--- config.mk ---
export PLATFORM = sky130hd
export DESIGN_NAME = sync_mailbox_table_unit
export DESIGN_NICKNAME = d
export VERILOG_FILES = /design/src/hw/rtl/smt_pkg.sv /design/src/hw/rtl/sync_mailbox_table_unit.sv
export VERILOG_INCLUDE_DIRS = /design/src /design/src/hw/rtl
export SDC_FILE = /design/constraint.sdc
export NUM_CORES = 2
export LEC_CHECK = 0
export ABC_CLOCK_PERIOD_IN_PS = 4500
export CORE_MARGIN = 8
export CORE_UTILIZATION = 59
export CTS_BUF_LIST = sky130_fd_sc_hd__clkbuf_4
export CTS_CLUSTER_SIZE = 40
export DETAILED_ROUTE_END_ITERATION = 7
export DONT_BUFFER_PORTS = 1
export PLACE_DENSITY = 0.77
export SLEW_MARGIN = 20
export SYNTH_ARGS = -nofsm -noshare
export SYNTH_HDL_FRONTEND = slang
export SYNTH_SLANG_ARGS = --single-unit
--- constraint.sdc ---
create_clock -name clk -period 4.5 [get_ports clk]
set_input_delay 0.675 -clock clk [delete_from_list [all_inputs] [get_ports clk]]
set_output_delay 0.675 -clock clk [all_outputs]
set_load 0.005 [all_outputs]
--- src/hw/rtl/sync_mailbox_table_unit_defines.svh ---
// Assertion macros shared by the mailbox table RTL.
// Depends on nothing; included by files that carry concurrent checks.
`ifndef SYNC_MAILBOX_TABLE_UNIT_DEFINES_SVH
`define SYNC_MAILBOX_TABLE_UNIT_DEFINES_SVH

// Same-cycle implication, disabled while reset is asserted.
`define SMT_ASSERT_NOW(label, clk_sig, rst_n_sig, ante, cons, msg) \
    label: assert property (@(posedge clk_sig) disable iff (!(rst_n_sig)) \
        (ante) |-> (cons)) else $error(msg);

// Next-cycle implication, disabled while reset is asserted.
`define SMT_ASSERT_NEXT(label, clk_sig, rst_n_sig, ante, cons, msg) \
    label: assert property (@(posedge clk_sig) disable iff (!(rst_n_sig)) \
        (ante) |=> (cons)) else $error(msg);

`endif

--- src/hw/rtl/smt_pkg.sv ---
// Shared types and constants for the mailbox table unit.
// Depends on nothing; imported by the top level.
package smt_pkg;

    localparam int ID_W  = 32;
    localparam int VAL_W = 32;
    localparam int REQ_W = 2;

    typedef logic [ID_W-1:0]  id_t;
    typedef logic [VAL_W-1:0] val_t;

    typedef enum logic [REQ_W-1:0] {
        REQ_SEND   = 2'd0,
        REQ_CLEAR  = 2'd1,
        REQ_LOOKUP = 2'd2
    } req_type_t;

    typedef struct packed {
        logic found;
        logic send_dropped;
        val_t value_out;
    } result_t;

endpackage

--- src/hw/rtl/sync_mailbox_table_unit.sv ---
// Mailbox table unit: slot table with send, clear and lookup requests.
// Depends on smt_pkg and sync_mailbox_table_unit_defines.svh.
//
// Usage:
//   Input words arrive on the s_axis group. tuser carries the request kind
//   (send, clear, lookup); tdata carries the target id and the send value.
//   Every accepted word yields exactly one result word on the m_axis group:
//   tdata holds the looked-up value, tuser holds the found and dropped flags.
//   A word is first held in an input register; from there the whole table
//   is compared in parallel, the lowest free or matching slot is picked by
//   a priority encoder, the table is updated and the result is written to
//   the output register. One word is taken per cycle while the receiver
//   keeps up, the parallel compare over all slots being the only work on
//   the path.
//   When the receiver stalls, the result holds in the output register while
//   one more word may still enter the input register; after that tready
//   drops until the result is taken.
//   Reset frees every slot at once (owner flip-flops clear) and empties both
//   registers. Slot values are not cleared; only written slots are ever read.
`include "sync_mailbox_table_unit_defines.svh"

module sync_mailbox_table_unit
    import smt_pkg::*;
#(
    parameter int SLOT_COUNT = 16
)(
    input  logic        clk,
    input  logic        rst_n,
    input  logic        s_axis_tvalid,
    output logic        s_axis_tready,
    input  logic [63:0] s_axis_tdata,   // [31:0] target_id, [63:32] sync_value
    input  logic [1:0]  s_axis_tuser,   // [1:0] req_type
    output logic        m_axis_tvalid,
    input  logic        m_axis_tready,
    output logic [31:0] m_axis_tdata,   // [31:0] value_out
    output logic [1:0]  m_axis_tuser    // [0] found, [1] send_dropped
);

    localparam int IDX_W = (SLOT_COUNT > 1) ? $clog2(SLOT_COUNT) : 1;

    // Input register
    logic             in_valid_reg;
    logic [REQ_W-1:0] in_req_reg;
    id_t              in_id_reg;
    val_t             in_val_reg;

    // Output register
    logic             out_valid_reg;
    logic             out_found_reg;
    logic             out_dropped_reg;
    val_t             out_value_reg;

    // Slot table: owners in flip-flops, values in a memory
    id_t              owner_reg [SLOT_COUNT];
    val_t             value_mem [SLOT_COUNT];

    logic             advance;
    logic             in_take;
    logic             free_any;
    logic [IDX_W-1:0] free_idx;
    logic             hit_any;
    logic [IDX_W-1:0] hit_idx;
    logic             do_send;
    logic             do_clear;
    logic             do_lookup;
    result_t          res_next;

    // Process the held word when the result slot is empty or being drained
    assign advance       = in_valid_reg && (!out_valid_reg || m_axis_tready);
    assign s_axis_tready = !in_valid_reg || advance;
    assign in_take       = s_axis_tvalid && s_axis_tready;

    // Lowest free slot and lowest slot owned by the held id
    always_comb
    begin
        free_any = 1'b0;
        free_idx = '0;
        hit_any  = 1'b0;
        hit_idx  = '0;
        for (int i = SLOT_COUNT - 1; i >= 0; i--)
        begin
            if (owner_reg[i] == '0)
            begin
                free_any = 1'b1;
                free_idx = IDX_W'(i);
            end
            if (owner_reg[i] == in_id_reg)
            begin
                hit_any = 1'b1;
                hit_idx = IDX_W'(i);
            end
        end
    end

    // Decode the request; id zero makes send and lookup no-ops, code three idles
    always_comb
    begin
        do_send   = 1'b0;
        do_clear  = 1'b0;
        do_lookup = 1'b0;
        case (in_req_reg)
            REQ_SEND:   do_send   = (in_id_reg != '0);
            REQ_CLEAR:  do_clear  = 1'b1;
            REQ_LOOKUP: do_lookup = (in_id_reg != '0);
            default:    ;
        endcase
        res_next.found        = do_lookup && hit_any;
        res_next.send_dropped = do_send && !free_any;
        res_next.value_out    = '0;
    end

    // Input register: accept whenever the held word moves on or none is held
    always_ff @(posedge clk or negedge rst_n)
    begin
        if (!rst_n)
        begin
            in_valid_reg <= 1'b0;
        end
        else if (s_axis_tready)
        begin
            in_valid_reg <= s_axis_tvalid;
        end
    end

    always_ff @(posedge clk)
    begin
        if (in_take)
        begin
            in_req_reg <= s_axis_tuser;
            in_id_reg  <= s_axis_tdata[31:0];
            in_val_reg <= s_axis_tdata[63:32];
        end
    end

    // Owner table: claim the lowest free slot on send, free matches on clear
    always_ff @(posedge clk or negedge rst_n)
    begin
        if (!rst_n)
        begin
            for (int i = 0; i < SLOT_COUNT; i++)
            begin
                owner_reg[i] <= '0;
            end
        end
        else if (advance)
        begin
            for (int i = 0; i < SLOT_COUNT; i++)
            begin
                if (do_send && free_any && (free_idx == IDX_W'(i)))
                begin
                    owner_reg[i] <= in_id_reg;
                end
                else if (do_clear && (owner_reg[i] == in_id_reg))
                begin
                    owner_reg[i] <= '0;
                end
            end
        end
    end

    // Value memory: write on a placed send, registered read into the result
    always_ff @(posedge clk)
    begin
        if (advance && do_send && free_any)
        begin
            value_mem[free_idx] <= in_val_reg;
        end
        if (advance)
        begin
            out_found_reg   <= res_next.found;
            out_dropped_reg <= res_next.send_dropped;
            out_value_reg   <= res_next.found ? value_mem[hit_idx] : res_next.value_out;
        end
    end

    // Output valid: set on a processed word, drop once taken
    always_ff @(posedge clk or negedge rst_n)
    begin
        if (!rst_n)
        begin
            out_valid_reg <= 1'b0;
        end
        else if (advance)
        begin
            out_valid_reg <= 1'b1;
        end
        else if (m_axis_tready)
        begin
            out_valid_reg <= 1'b0;
        end
    end

    assign m_axis_tvalid = out_valid_reg;
    assign m_axis_tdata  = out_value_reg;
    assign m_axis_tuser  = {out_dropped_reg, out_found_reg};

    `SMT_ASSERT_NOW(a_flags_exclusive, clk, rst_n, m_axis_tvalid,
        !(m_axis_tuser[0] && m_axis_tuser[1]), "found and send_dropped both set")
    `SMT_ASSERT_NOW(a_value_zero_on_miss, clk, rst_n, m_axis_tvalid && !m_axis_tuser[0],
        m_axis_tdata == '0, "value_out nonzero without a lookup hit")
    `SMT_ASSERT_NOW(a_stall_only_when_full, clk, rst_n, !s_axis_tready,
        in_valid_reg && m_axis_tvalid && !m_axis_tready, "input stalled without backpressure")
    `SMT_ASSERT_NEXT(a_advance_gives_result, clk, rst_n, advance,
        m_axis_tvalid, "processed word produced no result")

endmodule
# After elaboration in Yosys (flattened, before gate mapping)
# Memories as Yosys holds them, arrays and structs flattened. A register that Yosys moved wholly into a read port is not among the register bits.
# Cells that the tools add are included.
# Widths: inputs -> output; s select.
[op_classes]
add_sub_neg = 0
multipliers = 0
n_div = 0
magnitude_cmp = 0
eq_ne = 33
shifts = 0
muxes = 103
bitwise = 0
reduce_logical = 97
[ops]
columns = ["operator", "n"]
rows = [
  ["$mux 32", 32],
  ["$eq 32x32->1", 16],
  ["$logic_not 32->1", 16],
  ["$mux 4", 32],
  ["$logic_and 1x1->1", 39],
  ["$mux 1", 39],
  ["$reduce_bool 2->1", 17],
  ["$eq 4x4->1 const B", 8],
  ["$reduce_and 2->1", 16],
  ["$reduce_bool 32->1", 1],
  ["$eq 4x3->1 const B", 4],
  ["$eq 4x2->1 const B", 2],
  ["$eq 4x1->1 const B", 1],
  ["$logic_not 1->1", 4],
  ["$logic_not 4->1", 1],
  ["$eq 2x1->1 const B", 1],
  ["$eq 2x2->1 const B", 1],
  ["$logic_not 2->1", 1],
  ["$logic_or 1x1->1", 2],
]
[totals]
ff_bits = 582
latch_bits = 0
mem_bits_rw = 512
rom_bits = 0
wordCells = 257
n_memories = 1
[memory_table]
columns = ["memory", "words", "width", "read_ports", "rd_clocked_by_memory_dff", "write_ports", "line_no", "source"]
rows = [
  ["value_mem", 16, 32, 1, 1, 1, "sync_mailbox_table_unit.sv:55", "val_t value_mem [SLOT_COUNT];"],
]

# Logic depth before layout (Yosys ltp)
[logic_depth]
word_depth = 21
depth_mapped = 17
depth_no_buf = 10

# Worst setup path before layout
# OpenSTA, ideal clock, no wires.
[synth_path]
path_type = "in2reg"
start = "input m_axis_tready"
end = "memory value_mem[15][0] (netlist bit), enable pin"
setup_ps = 468
arrival_time_ps = 4583
t_required_ps = 4032
setup_slack_ps = -551
cell_stages = 7
path_cell_list = "nand2b_1 -> nand2_1 -> or3_1 -> clkbuf_1 -> nor3_1 -> clkbuf_1 -> nor3b_1"
[synth_via]
elab_chain_len = 6
[synth_lines]
columns = ["item", "line_no", "source"]
rows = [
  ["start: declaration", "sync_mailbox_table_unit.sv:34", "input logic m_axis_tready,"],
  ["$logic_or 1x1->1", "sync_mailbox_table_unit.sv:69", "assign advance = in_valid_reg && (!out_valid_reg || m_axis_tready);"],
  ["$logic_and 1x1->1", "sync_mailbox_table_unit.sv:69", ""],
  ["$logic_and 1x1->1 (2 in a row)", "sync_mailbox_table_unit.sv:164", "if (advance && do_send && free_any)"],
  ["$mux 1", "sync_mailbox_table_unit.sv:164", ""],
  ["$mux 1 (not written as such)", "sync_mailbox_table_unit.sv:166", "value_mem[free_idx] <= in_val_reg;"],
  ["end: declaration", "sync_mailbox_table_unit.sv:55", ""],
]
# Every way passes these cells.

# Worst setup path after layout
[layout_path]
start = "register in_id_reg[15]"
end = "register out_value_reg[30] (netlist: m_axis_tdata[30]) (read register of value_mem), data pin"
[layout_via]
elab_chain_len = 19
word_cells_on_any_way = 52
[layout_lines]
columns = ["item", "line_no", "source"]
rows = [
  ["start: declaration", "sync_mailbox_table_unit.sv:44", "id_t in_id_reg;"],
  ["start signal: assignment", "sync_mailbox_table_unit.sv:130", "in_id_reg <= s_axis_tdata[31:0];"],
  ["$eq 32x32->1", "sync_mailbox_table_unit.sv:87", "if (owner_reg[i] == in_id_reg)"],
  ["$mux 1 (16 in a row)", "sync_mailbox_table_unit.sv:87", ""],
  ["$logic_and 1x1->1", "sync_mailbox_table_unit.sv:107", "res_next.found = do_lookup && hit_any;"],
  ["$logic_not 1->1 (no source line)", "-", ""],
  ["end: declaration", "sync_mailbox_table_unit.sv:51", "val_t out_value_reg;"],
]
# Parallel ways exist; a longest one is shown, timed or not.
# A chain may end at the register's enable or synchronous reset.

==> qor.yml <==
die:
  initial_core_util_pct: 59.3
  dieWidth_microns: 308
  fp.coreArea_sq_um: 84700
  io_pins: 106
  rows: 107
  dieHeight_microns: 308
  dieArea_sq_um: 94700
timing:
  hold_viol: 514
  fin_crit_sh_pct: 96.4
  max_freq_ghz: 0.230
  skew_ps: 116
  rsz0062_at_grt: "no"
  setup_viol: 0
  fin_tns_setup_ps: 0
  hold_slack_ps: -745
  worst_slew_pin_slew_ps: 1940
  min_period_ps: 4340
  setup_slack_ps: 162
  slew_violations: 227
  slew-limit-headroom_pct: -29.4
drt:
  first_pass_iters: 6
  drtIter0Drc: 4284
  drc: 0
  wire_per_inst_microns: 27.0
  wirelength_mm: 146
  ant_nets: 0
  routed_via_density: 6.65
  vias: 35900
finish:
  fin_cells: 5396
  nNetsFinal: 4120
  final_cell_mix: "edfxtp_1, dfrtp_1, clkbuf_4, xor2_1, nand2_1"
  drive_gt1_share_pct: 17.4
  layout_commonest_cell: "edfxtp_1"
  syn2layout_area_growth_pct: 12.4
clock_network:
  htree_levels: 5
  insertion_delay_ps: 1220
  clkTransAtPathRegs_ps: 70
  cts_resized: 0
  clockRootBuffer: "clkbuf_4"
  cts_setup_buffers: 0
  cts.sink_count: 1126
  cts_tree: "yes"
  ctsHoldBuffers: 69
  clock_path_buffers: 4
  cts_buffers: 300
setup_path:
  crit_fanout: 22
  end_kind: "flop"
  path_cells: "buf_12 -> xor2_1 -> nor4_1 -> nand4_1 -> o21ai_0 -> o311ai_2 -> a21oi_4 -> buf_4 -> a21o_1 -> o211ai_2"
  critical_path_class: "flop to flop"
  start_kind: "flop"
  cp.arrival_ps: 5200
  max_stage_delay_ps: 910
  crit_required_ps: 5360
  slowest_stage: "o21ai_0"
grt:
  grt_max_degree: 515
  grt_pass1_wl_mm: 219
  antenna_found_initial: 3
  grt_usage_pct: 30.2
  grt_overflow: 0
  first_global_vias: 36100
place:
  dp_worst_setup_slack_ps: 354
  portBuffers: 0
  dp_hpwl_mm: 86.4
  gp_congestion: 0.953
  dp.cells: 4823
synthesis:
  ys_async_sr_fraction_pct: 45.6
  synthCells: 3830
  ys_types: 62
  syn-cell-area_sq_um: 50200
  synthFlopType: "edfxtp_1"
  avgSynthCellArea_sq_um: 13.1
  synth_warnings: 0
  syn_nets: 3900
  synth-edff-count: 612
  ys_seq_area_share_pct: 62.2
  ys_seq_elements: 1126
outcome:
  status: "complete, but fails checks"
  violations: "hold timing, slew limit"
power:
  p_total_mw: 33.4
  ir_drop_v: 0.00206
  powerDensity_nw_per_um2: 592
  power_leakage_nw: 23.1
worst_hold_path:
  worstHoldPathType: "input pin to async pin"
run:
  max-cap-violations: 0
[layer usage]
| metal | vias to the layer above | track usage [%] | wire (microns) | share of wire, % |
|---|---|---|---|---|
| met4 | 0 | 14.9 | 6650 | 4.6 |
| met2 | 2206 | 48.0 | 69200 | 48 |
| li1 | 15200 | - | - | - |
| met5 | - | 0 | 0 | 0 |
| met1 | 18100 | 39.3 | 55900 | 38 |
| met3 | 451 | 6.65 | 13900 | 9.5 |
[stage by stage]
stage | utilization, % | hold WS, ps | instance area [sq um]
floorplan | - | 379 | 50200
global placement | 61.5 | 400 | 52200
detailed placement | 61.5 | 396 | 52200
CTS | 66.6 | -895 | 56400
global route | 66.6 | -770 | 56400
finish | 66.6 | -745 | 56400
[where the power goes]
group	internal (mW)	total [mW]	switching [mW]
sequential	12.8	14.9	2.11
combinational	3.32	9.83	6.50
clock	4.52	8.62	4.10
total	20.7	33.4	12.7
[worst max-delay path: cells and delay by family (launching register included)]
family	cells	cell delay, ps
DFF	1	810
and+or+nand+nor	2	410
xor gates and xnor gates	1	120
buffers and inverters	2	640
AOI/OAI and AO/OA	5	2040
[final timing paths]
path	start	to	slack (ps)	depth (start not counted)
worst max-delay path	in_id_reg[15]$_DFFE_PP_	m_axis_tdata[30]$_SDFFCE_PN0P_	160	10
worst min-delay path	rst_n	owner_reg[251]$_DFFE_PN0P_	-750	0
worst max register to register	in_id_reg[15]$_DFFE_PP_	m_axis_tdata[30]$_SDFFCE_PN0P_	160	10
worst min register to register	in_valid_reg$_DFFE_PN0N_	m_axis_tvalid$_DFFE_PN0P_	500	1
max in group asynchronous	rst_n	owner_reg[264]$_DFFE_PN0P_	3710	0
min in group clk	s_axis_tvalid	in_id_reg[3]$_DFFE_PP_	110	1
[synth_stat cells (all sizes together) (2+ instances only)]
| library cell | count | area share [%] |
|---|---|---|
| nor2b | 4 | 0.050 |
| or2 | 3 | 0.037 |
| xnor2 | 192 | 3.3 |
| or3 | 3 | 0.037 |
| a21oi | 72 | 0.73 |
| dfrtp | 514 | 26 |
| a221oi | 2 | 0.035 |
| nand3 | 6 | 0.060 |
| nand2 | 284 | 2.1 |
| a211o | 32 | 0.56 |
| a21o | 34 | 0.51 |
| o22ai | 7 | 0.087 |
| clkbuf | 210 | 1.6 |
| a32o | 128 | 2.6 |
| mux2i | 137 | 2.7 |
| nor3b | 2 | 0.030 |
| nor4 | 230 | 2.9 |
| nand4 | 104 | 1.3 |
| and4 | 6 | 0.10 |
| o211ai | 118 | 2.1 |
| nor2 | 47 | 0.35 |
| nand3b | 2 | 0.030 |
| mux2 | 29 | 0.84 |
| a22o | 193 | 3.4 |
| nand2b | 3 | 0.037 |
| edfxtp | 612 | 37 |
| o21ai | 258 | 2.6 |
| xor2 | 320 | 5.6 |
| inv | 41 | 0.31 |
| a211oi | 66 | 0.99 |
| and2 | 5 | 0.062 |
| buf | 112 | 1.8 |
| a21boi | 2 | 0.037 |
| nor3 | 8 | 0.080 |
| o22a | 30 | 0.52 |
| a41oi | 2 | 0.050 |
[logic make-up (layout without fill, tap and decap cells)]
group | after synthesis | after routing | share of synthesized area, %
buf+inv | 363 | 780 | 3.72
mux | 166 | 166 | 3.58
xor+xnor | 512 | 512 | 8.93
other cells | 0 | 5 | 0
flops | 1126 | 1126 | 62.2
simple gates | 710 | 710 | 7.24
compound gates | 953 | 953 | 14.3
[final cells by class]
cell class	count	area, sq um
Sequential cell	1126	31200
Fill cell	6017	28300
Multi-Input combinational cell	2341	17400
Clock buffer	434	3260
Timing Repair Buffer	240	2650
Tap cell	1144	1430
Clock inverter	65	319
Inverter	41	154
Antenna cell	5	12.5
Power figures use the tool's default switching activity.
